$ cat src/rtl/ngp_pkg.sv
`default_nettype none
package ngp_pkg;

    localparam int unsigned IntCap   = 131071;
    localparam int unsigned LimitE7  = 1800000000;
    localparam int unsigned NumberCap = 31;
    // Fraction digits kept per coordinate
    localparam int unsigned FracDigits = 5;

    localparam logic [7:0] ChLf    = 8'h0a;
    localparam logic [7:0] ChCr    = 8'h0d;
    localparam logic [7:0] ChComma = 8'h2c;
    localparam logic [7:0] ChDot   = 8'h2e;
    localparam logic [7:0] ChS     = 8'h53;
    localparam logic [7:0] ChW     = 8'h57;

    // Number syntax states
    localparam logic [1:0] NumInt  = 2'd0;
    localparam logic [1:0] NumFrac = 2'd1;
    localparam logic [1:0] NumDone = 2'd2;

    // Header text "$GPGGA"
    function automatic logic [7:0] header_char(input logic [2:0] idx);
        logic [7:0] c;
        case (idx)
            3'd0:    c = 8'h24;
            3'd1:    c = 8'h47;
            3'd2:    c = 8'h50;
            3'd3:    c = 8'h47;
            3'd4:    c = 8'h47;
            3'd5:    c = 8'h41;
            default: c = 8'h00;
        endcase
        return c;
    endfunction

    // Raw coordinate as gathered by the front part
    typedef struct packed {
        logic [16:0] int_digits;
        logic [16:0] frac_digits;
        logic [2:0]  frac_count;
        logic        short_field;
        logic        negative;
    } t_coord;

    // One finished line handed from front to back
    typedef struct packed {
        t_coord lat;
        t_coord lon;
    } t_line;

endpackage
`default_nettype wire

$ cat src/rtl/nmea_gga_position_parser.sv
// NMEA GGA position parser. Push one received byte per cycle; CR or LF closes
// a line, and a line opening with $GPGGA yields one word holding latitude and
// longitude in 1e-7 degrees (south and west negative) plus a saturation flag.
// Bytes are taken every cycle while full is low; the scanner handles one byte
// per clock, and a four-entry line queue plus a four-stage conversion pipeline
// (degree split, minute numerator, reciprocal multiply, output register)
// decouple it from pop. A line end enters the line queue and then each stage
// in turn before its result shows. Full rises only once four results wait in
// the line queue behind four held in a stalled pipeline.
`default_nettype none
module nmea_gga_position_parser #(
    parameter int LINE_BYTES      = 256,
    parameter int FIELD_BYTES     = 16
) (
    input  wire logic               i_clk,
    input  wire logic               i_rst_n,
    input  wire logic               push,
    output      logic               full,
    input  wire logic [7:0]         i_rx_byte,
    output      logic               empty,
    input  wire logic               pop,
    output      logic signed [31:0] o_latitude_e7,
    output      logic signed [31:0] o_longitude_e7,
    output      logic               o_saturated
);
    import ngp_pkg::*;

    logic  line_valid, q_full, q_empty, q_pop;
    t_line line_w, q_data;

    assign full = q_full;

    ngp_front #(
        .LINE_BYTES(LINE_BYTES), .FIELD_BYTES(FIELD_BYTES)
    ) u_front (
        .i_clk, .i_rst_n, .i_valid(push && !q_full), .i_byte(i_rx_byte),
        .o_line_valid(line_valid), .o_line(line_w)
    );

    ngp_queue u_queue (
        .i_clk, .i_rst_n, .i_push(line_valid), .i_data(line_w), .o_full(q_full),
        .i_pop(q_pop), .o_empty(q_empty), .o_data(q_data)
    );

    ngp_back u_back (
        .i_clk, .i_rst_n, .i_empty(q_empty), .i_line(q_data), .o_pop(q_pop),
        .o_empty(empty), .i_pop(pop), .o_lat(o_latitude_e7),
        .o_lon(o_longitude_e7), .o_sat(o_saturated)
    );

endmodule
`default_nettype wire

$ cat src/rtl/ngp_front.sv
`default_nettype none
module ngp_front #(
    parameter int LINE_BYTES      = 256,
    parameter int FIELD_BYTES     = 16
) (
    input  wire logic          i_clk,
    input  wire logic          i_rst_n,
    input  wire logic          i_valid,
    input  wire logic [7:0]    i_byte,
    output      logic          o_line_valid,
    output      ngp_pkg::t_line o_line
);
    import ngp_pkg::*;

    localparam int PosW = $clog2(LINE_BYTES);
    localparam int CntW = $clog2(FIELD_BYTES);
    localparam logic [PosW-1:0] PosMax = PosW'(LINE_BYTES - 1);
    localparam logic [CntW-1:0] CntMax = CntW'(FIELD_BYTES - 1);
    localparam logic [2:0] FracMax = 3'(FracDigits);

    logic [PosW-1:0] r_pos, n_pos;
    logic            r_hdr, n_hdr;
    logic [4:0]      r_field, n_field;
    logic            r_first, n_first;
    logic [16:0]     r_int [2], n_int [2];
    logic [16:0]     r_frac [2], n_frac [2];
    logic [2:0]      r_fcnt [2], n_fcnt [2];
    logic [1:0]      r_nst [2], n_nst [2];
    logic [CntW-1:0] r_ccnt [2], n_ccnt [2];
    logic            r_neg [2], n_neg [2];
    logic            eol, is_digit;
    logic [3:0]      dval;
    logic [20:0]     int_x10;
    logic            k_sel, coord_hit, dir_hit;

    assign eol      = (i_byte == ChLf) || (i_byte == ChCr);
    assign is_digit = (i_byte >= 8'h30) && (i_byte <= 8'h39);
    assign dval     = i_byte[3:0];
    assign k_sel    = (r_field == 5'd4) || (r_field == 5'd5);
    assign coord_hit = (r_field == 5'd2) || (r_field == 5'd4);
    assign dir_hit   = (r_field == 5'd3) || (r_field == 5'd5);
    assign int_x10  = {r_int[k_sel], 3'b000} + {2'b00, r_int[k_sel], 1'b0}
                    + {17'd0, dval};

    // Emit the finished line
    always_comb begin
        o_line_valid = i_valid && eol && r_hdr && (r_pos >= PosW'(6));
        o_line.lat.int_digits  = r_int[0];
        o_line.lat.frac_digits = r_frac[0];
        o_line.lat.frac_count  = r_fcnt[0];
        o_line.lat.short_field = r_ccnt[0] < CntW'(3);
        o_line.lat.negative    = r_neg[0];
        o_line.lon.int_digits  = r_int[1];
        o_line.lon.frac_digits = r_frac[1];
        o_line.lon.frac_count  = r_fcnt[1];
        o_line.lon.short_field = r_ccnt[1] < CntW'(3);
        o_line.lon.negative    = r_neg[1];
    end

    // Advance the line scanner
    always_comb begin
        n_pos = r_pos; n_hdr = r_hdr; n_field = r_field; n_first = r_first;
        n_int = r_int; n_frac = r_frac; n_fcnt = r_fcnt; n_nst = r_nst;
        n_ccnt = r_ccnt; n_neg = r_neg;
        if (i_valid) begin
            if (eol) begin
                n_pos = '0; n_hdr = 1'b1; n_field = '0; n_first = 1'b1;
                for (int k = 0; k < 2; k++) begin
                    n_int[k] = '0; n_frac[k] = '0; n_fcnt[k] = '0;
                    n_nst[k] = NumInt; n_ccnt[k] = '0; n_neg[k] = 1'b0;
                end
            end else if (r_pos < PosMax) begin
                if (r_pos < PosW'(6) && i_byte != header_char(r_pos[2:0])) begin
                    n_hdr = 1'b0;
                end
                n_pos = r_pos + 1'b1;
                if (i_byte == ChComma) begin
                    if (r_field < 5'(NumberCap)) begin
                        n_field = r_field + 1'b1;
                    end
                    n_first = 1'b1;
                end else begin
                    n_first = 1'b0;
                    if (coord_hit && r_ccnt[k_sel] < CntMax) begin
                        n_ccnt[k_sel] = r_ccnt[k_sel] + 1'b1;
                        case (r_nst[k_sel])
                            NumInt: begin
                                if (is_digit) begin
                                    n_int[k_sel] = (int_x10 > 21'(IntCap)) ?
                                        17'(IntCap) : int_x10[16:0];
                                end else if (i_byte == ChDot) begin
                                    n_nst[k_sel] = NumFrac;
                                end else begin
                                    n_nst[k_sel] = NumDone;
                                end
                            end
                            NumFrac: begin
                                if (is_digit) begin
                                    if (r_fcnt[k_sel] < FracMax) begin
                                        n_frac[k_sel] = 17'({r_frac[k_sel], 3'b000}
                                            + {2'b00, r_frac[k_sel], 1'b0}
                                            + {17'd0, dval});
                                        n_fcnt[k_sel] = r_fcnt[k_sel] + 1'b1;
                                    end
                                end else begin
                                    n_nst[k_sel] = NumDone;
                                end
                            end
                            default: ;
                        endcase
                    end else if (dir_hit && r_first && (i_byte == ChS || i_byte == ChW)) begin
                        n_neg[k_sel] = 1'b1;
                    end
                end
            end
        end
    end

    // Hold scanner state
    always_ff @(posedge i_clk) begin
        if (!i_rst_n) begin
            r_pos <= '0; r_hdr <= 1'b1; r_field <= '0; r_first <= 1'b1;
            for (int k = 0; k < 2; k++) begin
                r_int[k] <= '0; r_frac[k] <= '0; r_fcnt[k] <= '0;
                r_nst[k] <= NumInt; r_ccnt[k] <= '0; r_neg[k] <= 1'b0;
            end
        end else begin
            r_pos <= n_pos; r_hdr <= n_hdr; r_field <= n_field; r_first <= n_first;
            r_int <= n_int; r_frac <= n_frac; r_fcnt <= n_fcnt;
            r_nst <= n_nst; r_ccnt <= n_ccnt; r_neg <= n_neg;
        end
    end

endmodule
`default_nettype wire

$ cat src/rtl/ngp_queue.sv
`default_nettype none
module ngp_queue (
    input  wire logic           i_clk,
    input  wire logic           i_rst_n,
    input  wire logic           i_push,
    input  wire ngp_pkg::t_line i_data,
    output      logic           o_full,
    input  wire logic           i_pop,
    output      logic           o_empty,
    output      ngp_pkg::t_line o_data
);
    import ngp_pkg::*;

    t_line      r_mem [4];
    logic [1:0] r_wr, r_rd;
    logic [2:0] r_cnt;
    logic       do_push, do_pop;

    assign o_full  = r_cnt == 3'd4;
    assign o_empty = r_cnt == 3'd0;
    assign do_push = i_push && !o_full;
    assign do_pop  = i_pop && !o_empty;
    assign o_data  = r_mem[r_rd];

    // Store pushed lines
    always_ff @(posedge i_clk) begin
        if (do_push) begin
            r_mem[r_wr] <= i_data;
        end
    end

    // Advance pointers
    always_ff @(posedge i_clk) begin
        if (!i_rst_n) begin
            r_wr <= '0; r_rd <= '0; r_cnt <= '0;
        end else begin
            if (do_push) r_wr <= r_wr + 1'b1;
            if (do_pop)  r_rd <= r_rd + 1'b1;
            r_cnt <= r_cnt + 3'(do_push) - 3'(do_pop);
        end
    end

endmodule
`default_nettype wire

$ cat src/rtl/ngp_back.sv
`default_nettype none
module ngp_back (
    input  wire logic           i_clk,
    input  wire logic           i_rst_n,
    input  wire logic           i_empty,
    input  wire ngp_pkg::t_line i_line,
    output      logic           o_pop,
    output      logic           o_empty,
    input  wire logic           i_pop,
    output      logic signed [31:0] o_lat,
    output      logic signed [31:0] o_lon,
    output      logic           o_sat
);
    import ngp_pkg::*;

    localparam longint Scale = 10 ** FracDigits;
    // minutes scaled to e7: num * 1e7 / (60*Scale) = num * MulC / 3
    localparam longint MulC  = (10 ** (6 - FracDigits)) / 2;
    // reciprocal of 3 with 28 fractional bits, exact for products below 2^27
    localparam int     Sh3    = 28;
    localparam longint Recip3 = ((64'd1 << Sh3) + 2) / 3;
    localparam longint MinMul = MulC * Recip3;
    // reciprocal of 100 with 24 fractional bits, exact for 17-bit integers
    localparam int     Sh100    = 24;
    localparam longint Recip100 = ((64'd1 << Sh100) + 99) / 100;

    // Stage A register: degrees and raw parts per coordinate
    logic        r_va, r_vb, r_vc;
    logic [10:0] r_deg [2];
    logic [16:0] r_ia [2];
    logic [16:0] r_fpad [2];
    logic        r_big [2], r_zero [2], r_neg [2];
    // Stage B: minutes numerator
    logic [23:0] r_num [2];
    logic [10:0] r_degb [2];
    logic        r_bigb [2], r_zerob [2], r_negb [2];
    // Stage C: quotient
    logic [31:0] r_min [2];
    logic [10:0] r_degc [2];
    logic        r_bigc [2], r_zeroc [2], r_negc [2];
    // Output register
    logic        r_ov;
    logic signed [31:0] r_olat, r_olon;
    logic        r_osat;

    logic        adv_c, adv_b, adv_a, take;
    logic [31:0] mag [2];
    logic        satk [2];
    t_coord      cin [2];

    assign cin[0] = i_line.lat;
    assign cin[1] = i_line.lon;

    // Advance when the next stage is free
    assign adv_c = !r_ov || i_pop;
    assign adv_b = !r_vc || adv_c;
    assign adv_a = !r_vb || adv_b;
    assign take  = !i_empty && (!r_va || adv_a);
    assign o_pop = take;

    // Power of ten that pads n fraction digits out to the full count
    function automatic logic [16:0] pow_fill(input logic [2:0] n);
        logic [16:0] p;
        p = 17'd1;
        for (int j = 0; j < FracDigits; j++) begin
            if (3'(j) >= n) p = 17'(p * 17'd10);
        end
        return p;
    endfunction

    // Final values
    always_comb begin
        for (int k = 0; k < 2; k++) begin
            logic [35:0] tot;
            tot = 36'(r_degc[k]) * 36'd10000000 + 36'(r_min[k]);
            satk[k] = !r_zeroc[k] && (r_bigc[k] || tot > 36'(LimitE7));
            mag[k]  = r_zeroc[k] ? 32'd0 : (satk[k] ? 32'(LimitE7) : tot[31:0]);
            if (r_negc[k]) mag[k] = 32'd0 - mag[k];
        end
    end

    always_ff @(posedge i_clk) begin
        if (!i_rst_n) begin
            r_va <= 1'b0; r_vb <= 1'b0; r_vc <= 1'b0; r_ov <= 1'b0;
        end else begin
            if (!r_va || adv_a) r_va <= take;
            if (adv_a) r_vb <= r_va;
            if (adv_b) r_vc <= r_vb;
            if (adv_c) r_ov <= r_vc;
        end
        // Split off degrees and pad the fraction
        if (take) begin
            for (int k = 0; k < 2; k++) begin
                r_deg[k]  <= 11'((36'(cin[k].int_digits) * 36'(Recip100)) >> Sh100);
                r_ia[k]   <= cin[k].int_digits;
                r_fpad[k] <= 17'(cin[k].frac_digits * pow_fill(cin[k].frac_count));
                r_big[k]  <= cin[k].int_digits == 17'(IntCap);
                r_zero[k] <= cin[k].short_field;
                r_neg[k]  <= cin[k].negative;
            end
        end
        // Build the minutes numerator
        if (adv_a) begin
            for (int k = 0; k < 2; k++) begin
                logic [6:0] rem;
                rem = 7'(r_ia[k] - 17'(r_deg[k]) * 17'd100);
                r_num[k]   <= 24'(rem) * 24'(Scale) + 24'(r_fpad[k]);
                r_degb[k]  <= r_deg[k]; r_bigb[k] <= r_big[k];
                r_zerob[k] <= r_zero[k]; r_negb[k] <= r_neg[k];
            end
        end
        // Scale and divide by reciprocal
        if (adv_b) begin
            for (int k = 0; k < 2; k++) begin
                r_min[k]   <= 32'((53'(r_num[k]) * 53'(MinMul)) >> Sh3);
                r_degc[k]  <= r_degb[k]; r_bigc[k] <= r_bigb[k];
                r_zeroc[k] <= r_zerob[k]; r_negc[k] <= r_negb[k];
            end
        end
        // Register result
        if (adv_c) begin
            r_olat <= mag[0];
            r_olon <= mag[1];
            r_osat <= satk[0] || satk[1];
        end
    end

    assign o_empty = !r_ov;
    assign o_lat   = r_olat;
    assign o_lon   = r_olon;
    assign o_sat   = r_osat;

endmodule
`default_nettype wire

$ cat config.mk
export PLATFORM = sky130hd
export DESIGN_NAME = nmea_gga_position_parser
export DESIGN_NICKNAME = d
export VERILOG_FILES = /design/src/rtl/ngp_pkg.sv /design/src/rtl/nmea_gga_position_parser.sv /design/src/rtl/ngp_front.sv /design/src/rtl/ngp_queue.sv /design/src/rtl/ngp_back.sv
export SDC_FILE = /design/constraint.sdc
export NUM_CORES = 2
export LEC_CHECK = 0
export ABC_AREA = 1
export BUFFER_PORTS_ARGS = -buffer_cell sky130_fd_sc_hd__buf_2
export CORE_ASPECT_RATIO = 1.1
export CORE_MARGIN = 2
export CORE_UTILIZATION = 42
export DETAILED_ROUTE_END_ITERATION = 10
export PLACE_DENSITY_LB_ADDON = 0.08
export SYNTH_ARGS = -nofsm -noshare
export SYNTH_HDL_FRONTEND = slang
export SYNTH_SLANG_ARGS = --single-unit
$ cat constraint.sdc
create_clock -name i_clk -period 27.5 [get_ports i_clk]
set_clock_uncertainty 0.2 [all_clocks]
set_input_delay 5.5 -clock i_clk [delete_from_list [all_inputs] [get_ports i_clk]]
set_output_delay 5.5 -clock i_clk [all_outputs]
set_load 0.01 [all_outputs]
==> summary.md <==
| Metric | Value |
|---|---|
| Met3 Use GR | `2.14%` |
| Worst Max-Slew Pin Slew | `1.16 ns` |
| Mapped Area | `84300 µm²` |
| Fmax | `0.0896 GHz` |
| FF/Latch Area | `20600 µm²` |
| # DRC | `0` |
| WL/cell | `16.5 µm` |
| Crit end category | `register` |
| Final Hold Viols | `0` |
| Initial DRC count | `2763` |
| FP Rows | `172` |
| Number of global-route vias before repair | `61297` |
| Post-cts sizing count | `0` |
| Area of the multi-input gates | `55500 µm²` |
| Routed vias | `58817` |
| Initial antenna violation count | `3` |
| Status | `complete, no violations` |
| Final setup viols | `0` |
| Num CTS Buffers | `86` |
| Clock Latency Late Sink | `0.71 ns` |
| Setup CP Type | `register to register` |
| Post-synthesis sequential area ratio | `24.4%` |
| CP Max Fanout | `43` |
| Ports | `79` |
| Post-Syn Instances | `9130` |
| Final wirelength | `197000 µm` |
| Req. time, crit path | `27.76 ns` |
| Clock tree buffer depth | `3` |
| Syn-to-layout area delta | `7.72%` |
| Max Cap Viol | `0` |
| Final nets | `11519` |
| First-pass GRT wire length | `323000 µm` |
| Setup_tns | `0 ns` |
| Postcts setup bufs | `0` |
| DP HPWL | `162000 µm` |
| Most common cell after layout, fill and taps aside | `inv_1` |
| Core area | `199000 µm²` |
| Fillcell total | `19347` |
| Avg Inst Size Synth | `9.23 µm²` |
| H-tree Lvls | `3` |
| Async SR Flop Fraction | `0%` |
| I/O Buffers | `78` |
| Worst rel slew slack | `22.3%` |
| Slowest cell on crit path | `dfxtp_4` |
| Post-synth EDFFs | `607` |
| Critical Path Max Stage Delay | `0.63 ns` |
| Synth cell types | `74` |
| Largest net degree at the start of global routing | `80` |
| Final period util | `40.6%` |
| Yosys warns | `0` |
| Hold Path Class | `register to register` |
| Antenna-violating nets left | `0` |
| RSZ-0062 raised after global routing | `false` |
| GR Util met2 | `34.3%` |
| Die area | `204000 µm²` |
| Chip width | `431 µm` |
| Tmin final | `11.17 ns` |
| Share of cells above drive strength 1 | `4.97%` |
| Gr ovfl total | `0` |
| Clk pin slew, worst setup/hold paths | `0.07 ns` |
| Vert. Die Dim | `474 µm` |
| Initial Util | `42.2%` |
| Startpoint Class | `register` |
| CTS root buf | `clkbuf_16` |
| WP data arrival | `11.42 ns` |
| Most Used Layer, Global Route | `met2` |
| Grt met1 use | `26.1%` |
| Minimum hold slack | `0.218 ns` |
| DRT Pass-1 Iters | `5` |
| Via density | `4.94` |
| CTS tree | `done` |
| RePlAce Congestion | `0.871` |
| CTS Sinks | `723` |
| Most frequent cells in the layout | `2018 x inv_1, 1428 x nand2_1, 1339 x ha_1, 941 x fa_1, 607 x edfxtp_1` |
| Min-Delay Startpoint | `u_back.r_degb[0][7]` |
| Count of state elements after synthesis | `723` |
| CP dominant cell by count | `nand2_1` |
| Max-slew violations | `0` |
| CTS Hold Bufs | `0` |
| Main flop type after synthesis | `edfxtp_1` |
| All-Layer GR Usage | `19.7%` |
==> sequential cells by signal (all words and copies together), names as in the netlist, 3 cells and up, named ones only <==
register	count
u_front.o_line	76
u_front.r_field	5
u_back.o_lon	32
u_queue.r_cnt	3
u_back.r_deg	22
u_back.r_fpad	34
u_back.r_num	48
u_back.r_degc	22
u_back.o_lat	32
u_back.r_min	50
u_back.r_degb	22
u_front.r_pos	8
u_back.r_ia	14
u_front.r_ccnt	8
u_queue.r_mem	312
u_front.r_nst	4
==> area by class of cell <==
type	instances	area share [%]
timing repair buffer	131	0.868
tap	2610	3.60
clock buffer	103	2.53
clock inverter	58	0.713
sequential	723	22.6
antenna	1	0.00276
inverter	2044	8.46
multi-input combinational	6241	61.2
==> final timing paths <==
path	slack, ns	depth (start not counted)	end
setup / recovery	16.33	51	u_back.r_fpad[0][33]
hold / removal	0.22	0	u_back.r_degc[0][7]
setup reg to reg	16.33	51	u_back.r_fpad[0][33]
hold reg to reg	0.22	0	u_back.r_degc[0][7]
==> routing by layer <==
metal  vias to the layer above  share of wire, %
li1                      29403                 -
met2                       832                48
met3                       222               3.4
met4                         0               2.5
met1                     28360                46
met5                         -                 0
==> cell usage after synthesis (all sizes together), types with 15 or more instances <==
cell type,number,share of area [%]
a21o,26,0.23
o21bai,31,0.28
nand3,247,1.5
nor3,58,0.36
nand2,1455,6.6
nor2,619,2.9
ha,1339,20
a32oi,42,0.45
o21ai,276,1.7
a211oi,15,0.13
clkbuf,81,0.36
inv,2033,9.1
dfxtp,116,2.8
buf,42,0.30
nand4,87,0.65
a31oi,21,0.16
o211ai,26,0.23
a21oi,475,2.8
edfxtp,607,22
nand3b,23,0.20
xnor2,107,1.1
or2,90,0.67
o22ai,25,0.19
fa,941,22
xor2,240,2.5
==> logic make-up (layout without fill, tap and decap cells) <==
group                    Yosys count  count (layout)  synth area share, %
other                              1               3              0.00445
AO/OA/AOI/OAI                   1001            1001                 6.85
XOR/XNOR                         347             347                 3.62
AND/OR/NAND/NOR                 2609            2609                 13.1
buffers and inverters           2167            2336                 9.76
adder cells (fa/ha/maj)         2280            2280                 42.2
flip-flops                       723             723                 24.4
multiplexers                       2               2               0.0238
==> worst max-delay path: cells and delay by family (launching register included) <==
kind	cells	cell delay, ns
AO/OA/AOI/OAI	4	0.51
AND/OR/NAND/NOR	22	2.76
flip-flops	1	0.63
buffers and inverters	10	1.24
adder cells (fa/ha/maj)	13	5.15
XOR/XNOR	2	0.43
==> metrics by stage <==
stage | area [µm²] | instances | util [%] | setup WS (ns)
4_1_cts | 90800 | 11910 | 45.5 | 16.23
3_5_place_dp | 87800 | 11749 | 44.0 | 16.25
6_report | 90800 | 11911 | 45.5 | 16.33
5_1_grt | 90800 | 11911 | 45.5 | 15.22
3_3_place_gp | 87800 | 11749 | 44.0 | 16.25
2_1_floorplan | 84300 | 9131 | - | 12.04
Power is left out: the tool's default activity adds up to more than one toggle a clock period on the data nets, which glitch-free logic cannot reach.
